### config.mk
export PLATFORM = sky130hd
export DESIGN_NAME = llcp_queue
export DESIGN_NICKNAME = d
export VERILOG_FILES = /design/src/rtl/llcp_pkg.sv /design/src/rtl/llcp_queue.sv
export SDC_FILE = /design/constraint.sdc
export NUM_CORES = 1
export LEC_CHECK = 0
export ABC_CLOCK_PERIOD_IN_PS = 7220
export CAP_MARGIN = 20
export CELL_PAD_IN_SITES_DETAIL_PLACEMENT = 1
export CELL_PAD_IN_SITES_GLOBAL_PLACEMENT = 1
export CORE_MARGIN = 5
export CORE_UTILIZATION = 48
export DETAILED_ROUTE_END_ITERATION = 10
export DONT_BUFFER_PORTS = 1
export PLACE_DENSITY = 0.8
export SYNTH_ARGS = -nofsm -noshare
export SYNTH_HDL_FRONTEND = slang
export SYNTH_SLANG_ARGS = --single-unit
### constraint.sdc
create_clock -name i_clk -period 7.22 [get_ports i_clk]
set_input_delay 0.361 -clock i_clk [delete_from_list [all_inputs] [get_ports i_clk]]
set_output_delay 0.361 -clock i_clk [all_outputs]
set_load 0.1 [all_outputs]
### src/rtl/llcp_pkg.sv
`timescale 1ns / 1ps
// Shared widths, constants and transaction types for the line-line closest points block.
package llcp_pkg;

    // Coordinate width of every input field (signed, 8 fraction bits).
    localparam int LLCP_COORD_BITS = 16;

    // Derived widths of the internal arithmetic.
    localparam int LLCP_CW    = LLCP_COORD_BITS;
    localparam int LLCP_UW    = LLCP_CW + 1;
    localparam int LLCP_KW    = 2 * LLCP_CW + 3;
    localparam int LLCP_DW    = 2 * LLCP_KW + 1;
    localparam int LLCP_FRAC  = 16;
    localparam int LLCP_NW    = LLCP_DW + LLCP_FRAC;
    localparam int LLCP_PW    = 32;
    localparam int LLCP_RW    = LLCP_DW + LLCP_PW + 1;
    localparam int LLCP_GW    = LLCP_KW + LLCP_PW + 2;
    localparam int LLCP_ACW   = LLCP_KW + 2 * LLCP_PW + 4;
    localparam int LLCP_DISTW = 48;

    // Divider latency: operand register, one stage per quotient bit, result register.
    localparam int LLCP_DIV_LAT = LLCP_PW + 2;

    // Default depth of the queue between front and back.
    localparam int LLCP_QUEUE_DEPTH = 4;

    localparam logic signed [LLCP_PW-1:0] LLCP_PARAM_MAX = {1'b0, {(LLCP_PW-1){1'b1}}};
    localparam logic signed [LLCP_PW-1:0] LLCP_PARAM_MIN = {1'b1, {(LLCP_PW-1){1'b0}}};
    localparam logic [LLCP_DISTW-1:0]     LLCP_DIST_MAX  = {LLCP_DISTW{1'b1}};

    typedef enum logic [1:0] {
        LLCP_ST_GENERAL  = 2'd0,
        LLCP_ST_PARALLEL = 2'd1,
        LLCP_ST_ZERO_DIR = 2'd2
    } t_status;

    typedef struct packed {
        logic signed [LLCP_CW-1:0] point1_x;
        logic signed [LLCP_CW-1:0] point1_y;
        logic signed [LLCP_CW-1:0] point1_z;
        logic signed [LLCP_CW-1:0] dir1_x;
        logic signed [LLCP_CW-1:0] dir1_y;
        logic signed [LLCP_CW-1:0] dir1_z;
        logic signed [LLCP_CW-1:0] point2_x;
        logic signed [LLCP_CW-1:0] point2_y;
        logic signed [LLCP_CW-1:0] point2_z;
        logic signed [LLCP_CW-1:0] dir2_x;
        logic signed [LLCP_CW-1:0] dir2_y;
        logic signed [LLCP_CW-1:0] dir2_z;
    } t_in;

    typedef struct packed {
        logic signed [LLCP_PW-1:0] param_first;
        logic signed [LLCP_PW-1:0] param_second;
        logic [LLCP_DISTW-1:0]     dist_squared;
        logic [1:0]                status;
    } t_out;

    // Dot products of one item, with the zero first direction flag.
    typedef struct packed {
        logic signed [LLCP_KW-1:0] a;
        logic signed [LLCP_KW-1:0] b;
        logic signed [LLCP_KW-1:0] c;
        logic signed [LLCP_KW-1:0] d;
        logic signed [LLCP_KW-1:0] e;
        logic signed [LLCP_KW-1:0] f;
        logic                      zero;
    } t_coef;

    typedef struct packed {
        t_coef   coef;
        t_status status;
    } t_side;

    typedef struct packed {
        t_side                     side;
        logic signed [LLCP_PW-1:0] s;
        logic signed [LLCP_PW-1:0] t;
    } t_post;

endpackage

### src/rtl/llcp_queue.sv
`timescale 1ns / 1ps
// Short queue of dot-product sets between the front and back parts.
module llcp_queue #(
    parameter int DEPTH = llcp_pkg::LLCP_QUEUE_DEPTH
) (
    input  logic            i_clk,
    input  logic            i_rst_n,
    input  logic            i_push,
    input  llcp_pkg::t_coef i_data,
    input  logic            i_pop,
    output llcp_pkg::t_coef o_data,
    output logic            o_full,
    output logic            o_avail
);
    localparam int AW = $clog2(DEPTH);
    localparam int CNTW = $clog2(DEPTH + 1);

    llcp_pkg::t_coef r_mem [0:DEPTH-1];
    logic [AW-1:0]   r_wr;
    logic [AW-1:0]   r_rd;
    logic [CNTW-1:0] r_cnt;
    logic [AW-1:0]   n_wr;
    logic [AW-1:0]   n_rd;

    assign o_full  = (r_cnt == CNTW'(DEPTH));
    assign o_avail = (r_cnt != '0);
    assign o_data  = r_mem[r_rd];

    // Pointers wrap at the queue depth.
    assign n_wr = (r_wr == AW'(DEPTH - 1)) ? '0 : (r_wr + AW'(1));
    assign n_rd = (r_rd == AW'(DEPTH - 1)) ? '0 : (r_rd + AW'(1));

    always_ff @(posedge i_clk) begin
        if (i_push) begin
            r_mem[r_wr] <= i_data;
        end
    end

    always_ff @(posedge i_clk) begin
        if (!i_rst_n) begin
            r_wr  <= '0;
            r_rd  <= '0;
            r_cnt <= '0;
        end else begin
            if (i_push) begin
                r_wr <= n_wr;
            end
            if (i_pop) begin
                r_rd <= n_rd;
            end
            if (i_push && !i_pop) begin
                r_cnt <= r_cnt + CNTW'(1);
            end else if (!i_push && i_pop) begin
                r_cnt <= r_cnt - CNTW'(1);
            end
        end
    end

    // The front never writes a full queue and the back never reads an empty one.
    a_no_overflow: assert property (@(posedge i_clk) disable iff (!i_rst_n)
        o_full |-> !i_push)
        else $error("queue written while full");

    a_no_underflow: assert property (@(posedge i_clk) disable iff (!i_rst_n)
        i_pop |-> o_avail)
        else $error("queue read while empty");

endmodule

Yosys cells after proc, flatten, opt, wreduce, memory -nomap -nowiden

Memory sizes are Yosys's and may differ from the RTL's. A register that Yosys moved wholly into a read port is not among the register bits.
Index checks and enable logic that the tools add are counted.

$add $sub $neg: 4
Reduce and logical (&&, ||, !) cells: 6
Equal/unequal tests: 3
Mux-type cells: 8

Operators with widths:

| cell                | count |
|---|---|
| $mux 2              | 4 |
| $mux 3              | 2 |
| $add 2x1->2 const B | 2 |
| $eq 2x2->1 const B  | 2 |
| $add 3x1->3 const B | 1 |
| $eq 3x3->1 const B  | 1 |
| $reduce_bool 3->1   | 1 |
| $sub 3x1->3 const B | 1 |
| $logic_and 1x1->1   | 2 |
| $logic_not 1->1     | 2 |
| $mux 1              | 2 |
| $reduce_bool 2->1   | 1 |

Output and inout bits: 213
Input bits: 215
Memory bits (writable): 844
Word-level logic and storage cells: 25
Flip-flop bits (word level): 7
Memories kept: 1

Memories:

| name  | words | bits a word | read ports | clocked after memory_dff | write ports | RTL line         | source |
|---|---|---|---|---|---|---|---|
| r_mem | 4     | 211         | 1          | 1                        | 1           | llcp_queue.sv:18 | `llcp_pkg::t_coef r_mem [0:DEPTH-1];` |

Longest topological paths before layout

Gate-level depths: netlist (run 1).

Depth in word-level cells: 4
Mapped depth: 7

Worst setup path after synthesis (run 1)

Ideal clock, no wire load.

Kind: flip-flop to flip-flop
Start: reg r_wr[0]
End: mem r_mem[0][0] (netlist bit) (enable)
Slack: 1.286 ns
Cell stages (with the launch flop): 4
Arrival time: 5.337 ns
Data required time: 6.623 ns
Period minus slack after synthesis: 5.934 ns
Library setup time: 0.597 ns
Cell sequence: dfxtp_1 inv_1 ha_1 and2_1

RTL lines:

| item                   | RTL line         | source |
|---|---|---|
| start, declared        | llcp_queue.sv:19 | `logic [AW-1:0] r_wr;` |
| start signal, assigned | llcp_queue.sv:46 | `r_wr <= n_wr;` |
| end, declared          | llcp_queue.sv:18 |  |

Straight into the memory's write port.

==> results.toml, run 1 <==
[route]
wl_per_cell_um = 29.9
drt_iter0_markers = 1223
drc = 0
vias = 13400
wl_mm = 70.1
vias_per_cell = 5.70
drt-pass1-iter-count = 6
ant_nets = 0

[worst_setup_path]
worstPathRequired_ps = 6860
path_delay_family = "buffers and inverters"
crit_path_max_fanout = 119
cp-start-kind = "flop"
crit_chain = "buf_12 -> buf_4 -> mux4_2"
crit_slowest_cell = "mux4_2"
cp-end-kind = "output pin"
slowest_delay_ps = 880
critical_path_class = "reg -> out"
crit_buf_inv = 2
arrival_ps = 3390

[final_layout]
final_common_cell = "edfxtp_1"
fin_cells = 2343
final_util_pct = 56.8
drive_gt1_share_pct = 22.8
fin_nets = 1635
area_growth_syn_to_layout_pct = 17.5
mostFrequentLayoutCells = "844 x edfxtp_1, 215 x dlygate4sd3_1, 211 x mux4_2"
seqCellArea_um2 = 25500
multiInputGateArea_um2 = 5030
nFillCells = 5240

[power_and_ir_drop]
p_per_area_nw_per_um2 = 322
irDropWorstVdd_mv = 0.266
finalPower_mw = 11.8
p_leak_nw = 11.3

[cts]
clk_path_buf_depth = 3
clock_latency_ps = 620
htree_levels = 3
cts_sinks = 853
numCtsBuffers = 85
cts_setup_buffers = 0
cts_tree = "yes"
clk_pin_slew_ps = 60
root_buffer = "clkbuf_16"

[sta]
period_needed_ps = 3750
fin_hold_ws_ps = 204
period_share_pct = 52.0
worst_pin_slew_ps = 1300
max_slew_margin_pct = 13.1
fmax_mhz = 267
fin_skew_ps = 21.3
hold_violations = 0
report.final.setup_viol = 0
setup_tns_ps = 0
rsz0062_at_grt = "no"
final-max-slew-violation-count = 0

[outcome]
outcome = "finished clean"

[synth]
synthCells = 1146
ys_warn_count = 0
netlist_area_um2 = 31100
synth_cell_types = 24
synth_nets = 1368
ys_ff_latch = 853
avgSynthCellArea_um2 = 27.1
seq_area_frac_synth_pct = 82.0

[global_route]
antenna_found_initial = 10
first_global_vias = 14800
grt.total_usage_pct = 19.8
grt_max_degree = 169
grt_pass1_wl_mm = 103
overflow = 0

[place]
io_buffers = 0
hpwl_mm = 38.5
dp.cells = 1965
gp_congestion = 0.734

[floorplan]
core-area_um2 = 64300
die_w_um = 265
ios = 428
rows = 93
die_area_um2 = 70000
floorplan.initialDensity_pct = 48.4
floorplan.die.height_um = 265

[run]
maxCapViolCount = 0

[worst_hold_path]
hold_class = "in -> reg"
synth_stat cells, drive strengths merged:
cell,number,share of area (%)
a21boi,1,0.024
and2,5,0.10
buf,45,1.8
clkbuf,2,0.024
dfxtp,9,0.58
edfxtp,844,81
fa,1,0.064
ha,6,0.24
inv,4,0.048
mux2i,4,0.13
mux4,211,15
nor2,1,0.012
nor2b,5,0.10
nor3,1,0.016
nor3b,1,0.024
o21a,1,0.024
o21ai,1,0.016
or3,2,0.040
xnor2,1,0.028
xor2,1,0.028
power breakdown:
group          switching, mW  internal [mW]
logic                   1.61          0.347
clock network           1.80           2.27
registers             0.0738           5.68
registers in the layout, indices dropped and copies added, names as in the netlist, named ones only:
signal,count
r_rd,2
r_wr,2
r_cnt,3
r_mem,844
timing repair:
action / 4_1_cts / 5_1_grt
endpoints found under the hold margin: 853 / 0
resized for setup: 0 / 0
hold buffers: 215 / 0
metrics by stage:
stage | cell area (µm²) | setup slack, ps
after floorplan | 31100 | 1290
after global placement | 31800 | 3920
after detailed placement | 31800 | 3920
after CTS | 36500 | 3240
after global routing | 36500 | 3150
final | 36600 | 3470
cells by family after synthesis:
logic type               Yosys count  share of synthesized area [%]
adder cells (fa/ha/maj)            7                          0.306
AO/OA/AOI/OAI                      3                         0.0643
flip-flops                       853                           82.0
XOR/XNOR                           2                         0.0563
buffers and inverters             51                           1.84
multiplexers                     215                           15.4
AND/OR/NAND/NOR                   15                          0.294
final timing paths:
| check | end | start | cells past startpoint | slack (ps) |
|---|---|---|---|---|
| setup reg to reg | r_mem[2][131]$_DFFE_PP_ | r_wr[0]$_SDFFE_PN0P_ | 4 | 4520 |
| setup / recovery | o_data[159] | flop | 3 | 3470 |
| hold / removal | r_cnt[1]$_SDFFE_PN0P_ | i_push | 3 | 200 |
| hold reg to reg | r_cnt[2]$_SDFFE_PN0P_ | r_cnt[2]$_SDFFE_PN0P_ | 2 | 540 |
worst reg2reg max path, delay by kind of cell, from the launching register on:
| kind | cells | cell delay, ps |
|---|---|---|
| adders and majority gates | 1 | 150 |
| DFF | 1 | 350 |
| buffers and inverters | 2 | 810 |
| and+or+nand+nor | 1 | 580 |
layout make-up:
type / instances / area share, %
clock buffer: 109 / 6.12
tap: 855 / 2.93
multi-input combinational: 242 / 13.8
sequential: 853 / 69.8
antenna: 8 / 0.0548
clock inverter: 45 / 0.821
inverter: 4 / 0.0411
timing repair buffer: 227 / 6.44
metal layers:
metal  wire length [µm]  up-vias  global-route usage (%)  part of all wire, %
met1              25600     7165                    24.3                   36
met5                 81        -                   0.405                 0.12
met4               1710        8                    5.44                  2.4
met3               5610      115                    6.38                  8.0
met2              37100      531                    34.2                   53
li1                   -     5532                       -                    -
Note: power is estimated with default switching activity, not from simulation.
==> run 2, diff against run 1 <==
--- a/config.mk
+++ b/config.mk
@@ -5,7 +5,8 @@
 export SDC_FILE = /design/constraint.sdc
 export NUM_CORES = 1
 export LEC_CHECK = 0
-export ABC_CLOCK_PERIOD_IN_PS = 7220
+export ABC_AREA = 1
+export ABC_CLOCK_PERIOD_IN_PS = 3470
 export CAP_MARGIN = 20
 export CELL_PAD_IN_SITES_DETAIL_PLACEMENT = 1
 export CELL_PAD_IN_SITES_GLOBAL_PLACEMENT = 1
@@ -13,7 +14,7 @@
 export CORE_UTILIZATION = 48
 export DETAILED_ROUTE_END_ITERATION = 10
 export DONT_BUFFER_PORTS = 1
-export PLACE_DENSITY = 0.8
+export PLACE_DENSITY = 0.84
 export SYNTH_ARGS = -nofsm -noshare
 export SYNTH_HDL_FRONTEND = slang
 export SYNTH_SLANG_ARGS = --single-unit
==> constraint.sdc (replaced) <==
create_clock -name i_clk -period 3.47 [get_ports i_clk]
set_input_delay 0.1735 -clock i_clk [delete_from_list [all_inputs] [get_ports i_clk]]
set_output_delay 0.1735 -clock i_clk [all_outputs]
set_load 0.1 [all_outputs]
==> results.toml, run 2 <==
[outcome]
outcome = "finished clean"

[route]
vias = 21000
wl_per_cell_um = 29.5
ant_nets = 0
wl_mm = 103
drc = 0
drt_iter0_markers = 2176
drt-pass1-iter-count = 5
vias_per_cell = 6.04

[final_layout]
fin_cells = 3479
drive_gt1_share_pct = 23.5
mostFrequentLayoutCells = "844 x edfxtp_1, 431 x nor2_1, 372 x o21ai_0"
largest_reg_flops = 844
regMostFlops = "r_mem"
area_growth_syn_to_layout_pct = 27.8
reg.largest.list = "r_mem x844, r_cnt x3"
fin_nets = 2756
final_common_cell = "edfxtp_1"

[synth]
synth_cell_types = 24
netlist_top_cells_area = "edfxtp_1 80%, o21ai_0 5.9%, nor2_1 5.1%, o22ai_1 4.2%, buf_2 0.99%"
synthCells = 2100
netlist_area_um2 = 31700
ys.flop_type = "edfxtp_1"
seq_area_frac_synth_pct = 80.5
yosysMostFrequentCell = "edfxtp_1"
ys_warn_count = 0
synth_nets = 2322
synth_top_cell_by_area = "edfxtp_1"
ys_ff_latch = 853
avgSynthCellArea_um2 = 15.1
synthTopCellsByCount = "844 x edfxtp_1, 431 x nor2_1, 372 x o21ai_0"
synth_enable_flop_cells = 844
synthArstFlopShare_pct = 0
synth_top_cell_area_share_pct = 80.0

[floorplan]
floorplan.die.height_um = 267
core-area_um2 = 65600
ios = 428
die_w_um = 267
floorplan.initialDensity_pct = 48.3
die_area_um2 = 71300
rows = 94

[power_and_ir_drop]
irDropWorstVdd_mv = 0.592
finalPower_mw = 26.7
sw_frac_of_total_pct = 32.6
p_per_area_nw_per_um2 = 660
seq_power_share_pct = 44.7
p_leak_nw = 13.9
intPower_mw = 18.0
power_frac_comb_pct = 21.0
switchingPower_mw = 8.70
clkPwrFrac_pct = 34.3

[worst_setup_path]
worstPathRequired_ps = 3300
cp-start-kind = "flop"
arrival_ps = 2960
cp-end-kind = "output pin"
crit_path_max_fanout = 44
critical_path_class = "reg -> out"

[sta]
fmax_mhz = 319
period_needed_ps = 3140
report.final.setup_viol = 0
hold_violations = 0
worst_pin_slew_ps = 979
fin_skew_ps = 29.8
rsz0062_at_grt = "no"
max_slew_margin_pct = 34.8
final-max-slew-violation-count = 0
period_share_pct = 90.4

[cts]
cts_sinks = 853
root_buffer = "clkbuf_16"
cts_setup_buffers = 0
clk_path_buf_depth = 3
numCtsBuffers = 87
clock_latency_ps = 650
htree_levels = 3
cts_tree = "yes"
clk_pin_slew_ps = 70

[global_route]
use_met3_pct = 5.22
grt_pass1_wl_mm = 149
first_global_vias = 23000
grt_max_degree = 162
grt_use_met1_pct = 31.5
grt.total_usage_pct = 27.6
overflow = 0
grt-busiest-layer = "met2"
antenna_found_initial = 12
met2_usage_pct = 51.0

[place]
dp.cells = 3093
gp_congestion = 0.789
hpwl_mm = 55.9
io_buffers = 0

[run]
maxCapViolCount = 0

[worst_hold_path]
hold_class = "in -> reg"
-- run 2: cell types whose count changed after synthesis, sizes merged, moves of 12 or more --
cell	change
nor2	+430
o21ai	+424
mux4	-211
o22ai	+211
buf	+49
clkbuf	+43
inv	+12
-- run 2: area by class of cell --
type / count / area [µm²]
Clock buffer: 105 / 2290
Fill cell: 5974 / 25100
Tap cell: 864 / 1080
Sequential cell: 853 / 25500
Timing Repair Buffer: 484 / 4470
Clock inverter: 50 / 407
Antenna cell: 15 / 37.5
Inverter: 16 / 92.6
Multi-Input combinational cell: 1092 / 6580
-- run 2: power groups by stage --
stage          combinational (mW)  clock, mW  sequential, mW
2_1_floorplan                3.78          0            12.1
3_3_place_gp                 5.02          0            12.1
3_5_place_dp                 5.16          0            12.2
4_1_cts                      5.53       9.10            11.9
5_1_grt                      5.75       9.79            12.0
6_report                     5.60       9.17            12.0
-- run 2: repair_timing --
item	CTS	global route
resized for setup	0	1
endpoints found under the hold margin	859	0
endpoints found under the setup margin	0	1
hold buffers	216	0
-- run 2: critical path, stage by stage, from the launching register on --
cell	delay, ps
dfxtp_4	470
inv_6	340
buf_12	290
buf_4	320
o21ai_0	280
o22ai_2	230
buf_4	340
-- run 2: per-layer routing --
layer  wire length [µm]  share of wire (%)
met5                  0                  0
met4               4300                4.2
met3               6310                6.1
met2              56100                 55
met1              36000                 35
-- run 2: cell families (layout without fill, tap and decap cells) --
family                     Yosys count  in the layout  synth area share (%)
and+or+nand+nor                    445            445                  5.29
buffers and inverters              155            655                  2.92
DFF                                853            853                  80.5
adders and majority gates            7              7                 0.300
AOI/OAI and AO/OA                  639            639                  10.9
other                                0             15                     0
xor gates and xnor gates             1              1                0.0276
-- run 2: path summary, 6_finish.rpt --
check / startpoint / to / slack [ps] / cells after the start
setup / recovery: flop / o_data[10] / 330 / 6
setup reg to reg: r_wr[0]$_SDFFE_PN0P_ / r_mem[2][108]$_DFFE_PP_ / 820 / 6
hold / removal: i_data[157] / r_mem[3][157]$_DFFE_PP_ / 250 / 1
hold reg to reg: r_cnt[1]$_SDFFE_PN0P_ / r_cnt[1]$_SDFFE_PN0P_ / 570 / 2
-- run 2: through the flow --
stage / instance area (µm²) / setup WS [ps] / TNS, ps / hold slack (ps) / util, %
6_report: 40500 / 332 / 0 / 253 / 61.7
4_1_cts: 40500 / 180 / 0 / 198 / 61.6
2_1_floorplan: 31700 / -686 / -577160 / 272 / -
3_3_place_gp: 35600 / 902 / 0 / 273 / 54.2
5_1_grt: 40500 / 279 / 0 / 234 / 61.7
3_5_place_dp: 35600 / 848 / 0 / 273 / 54.2
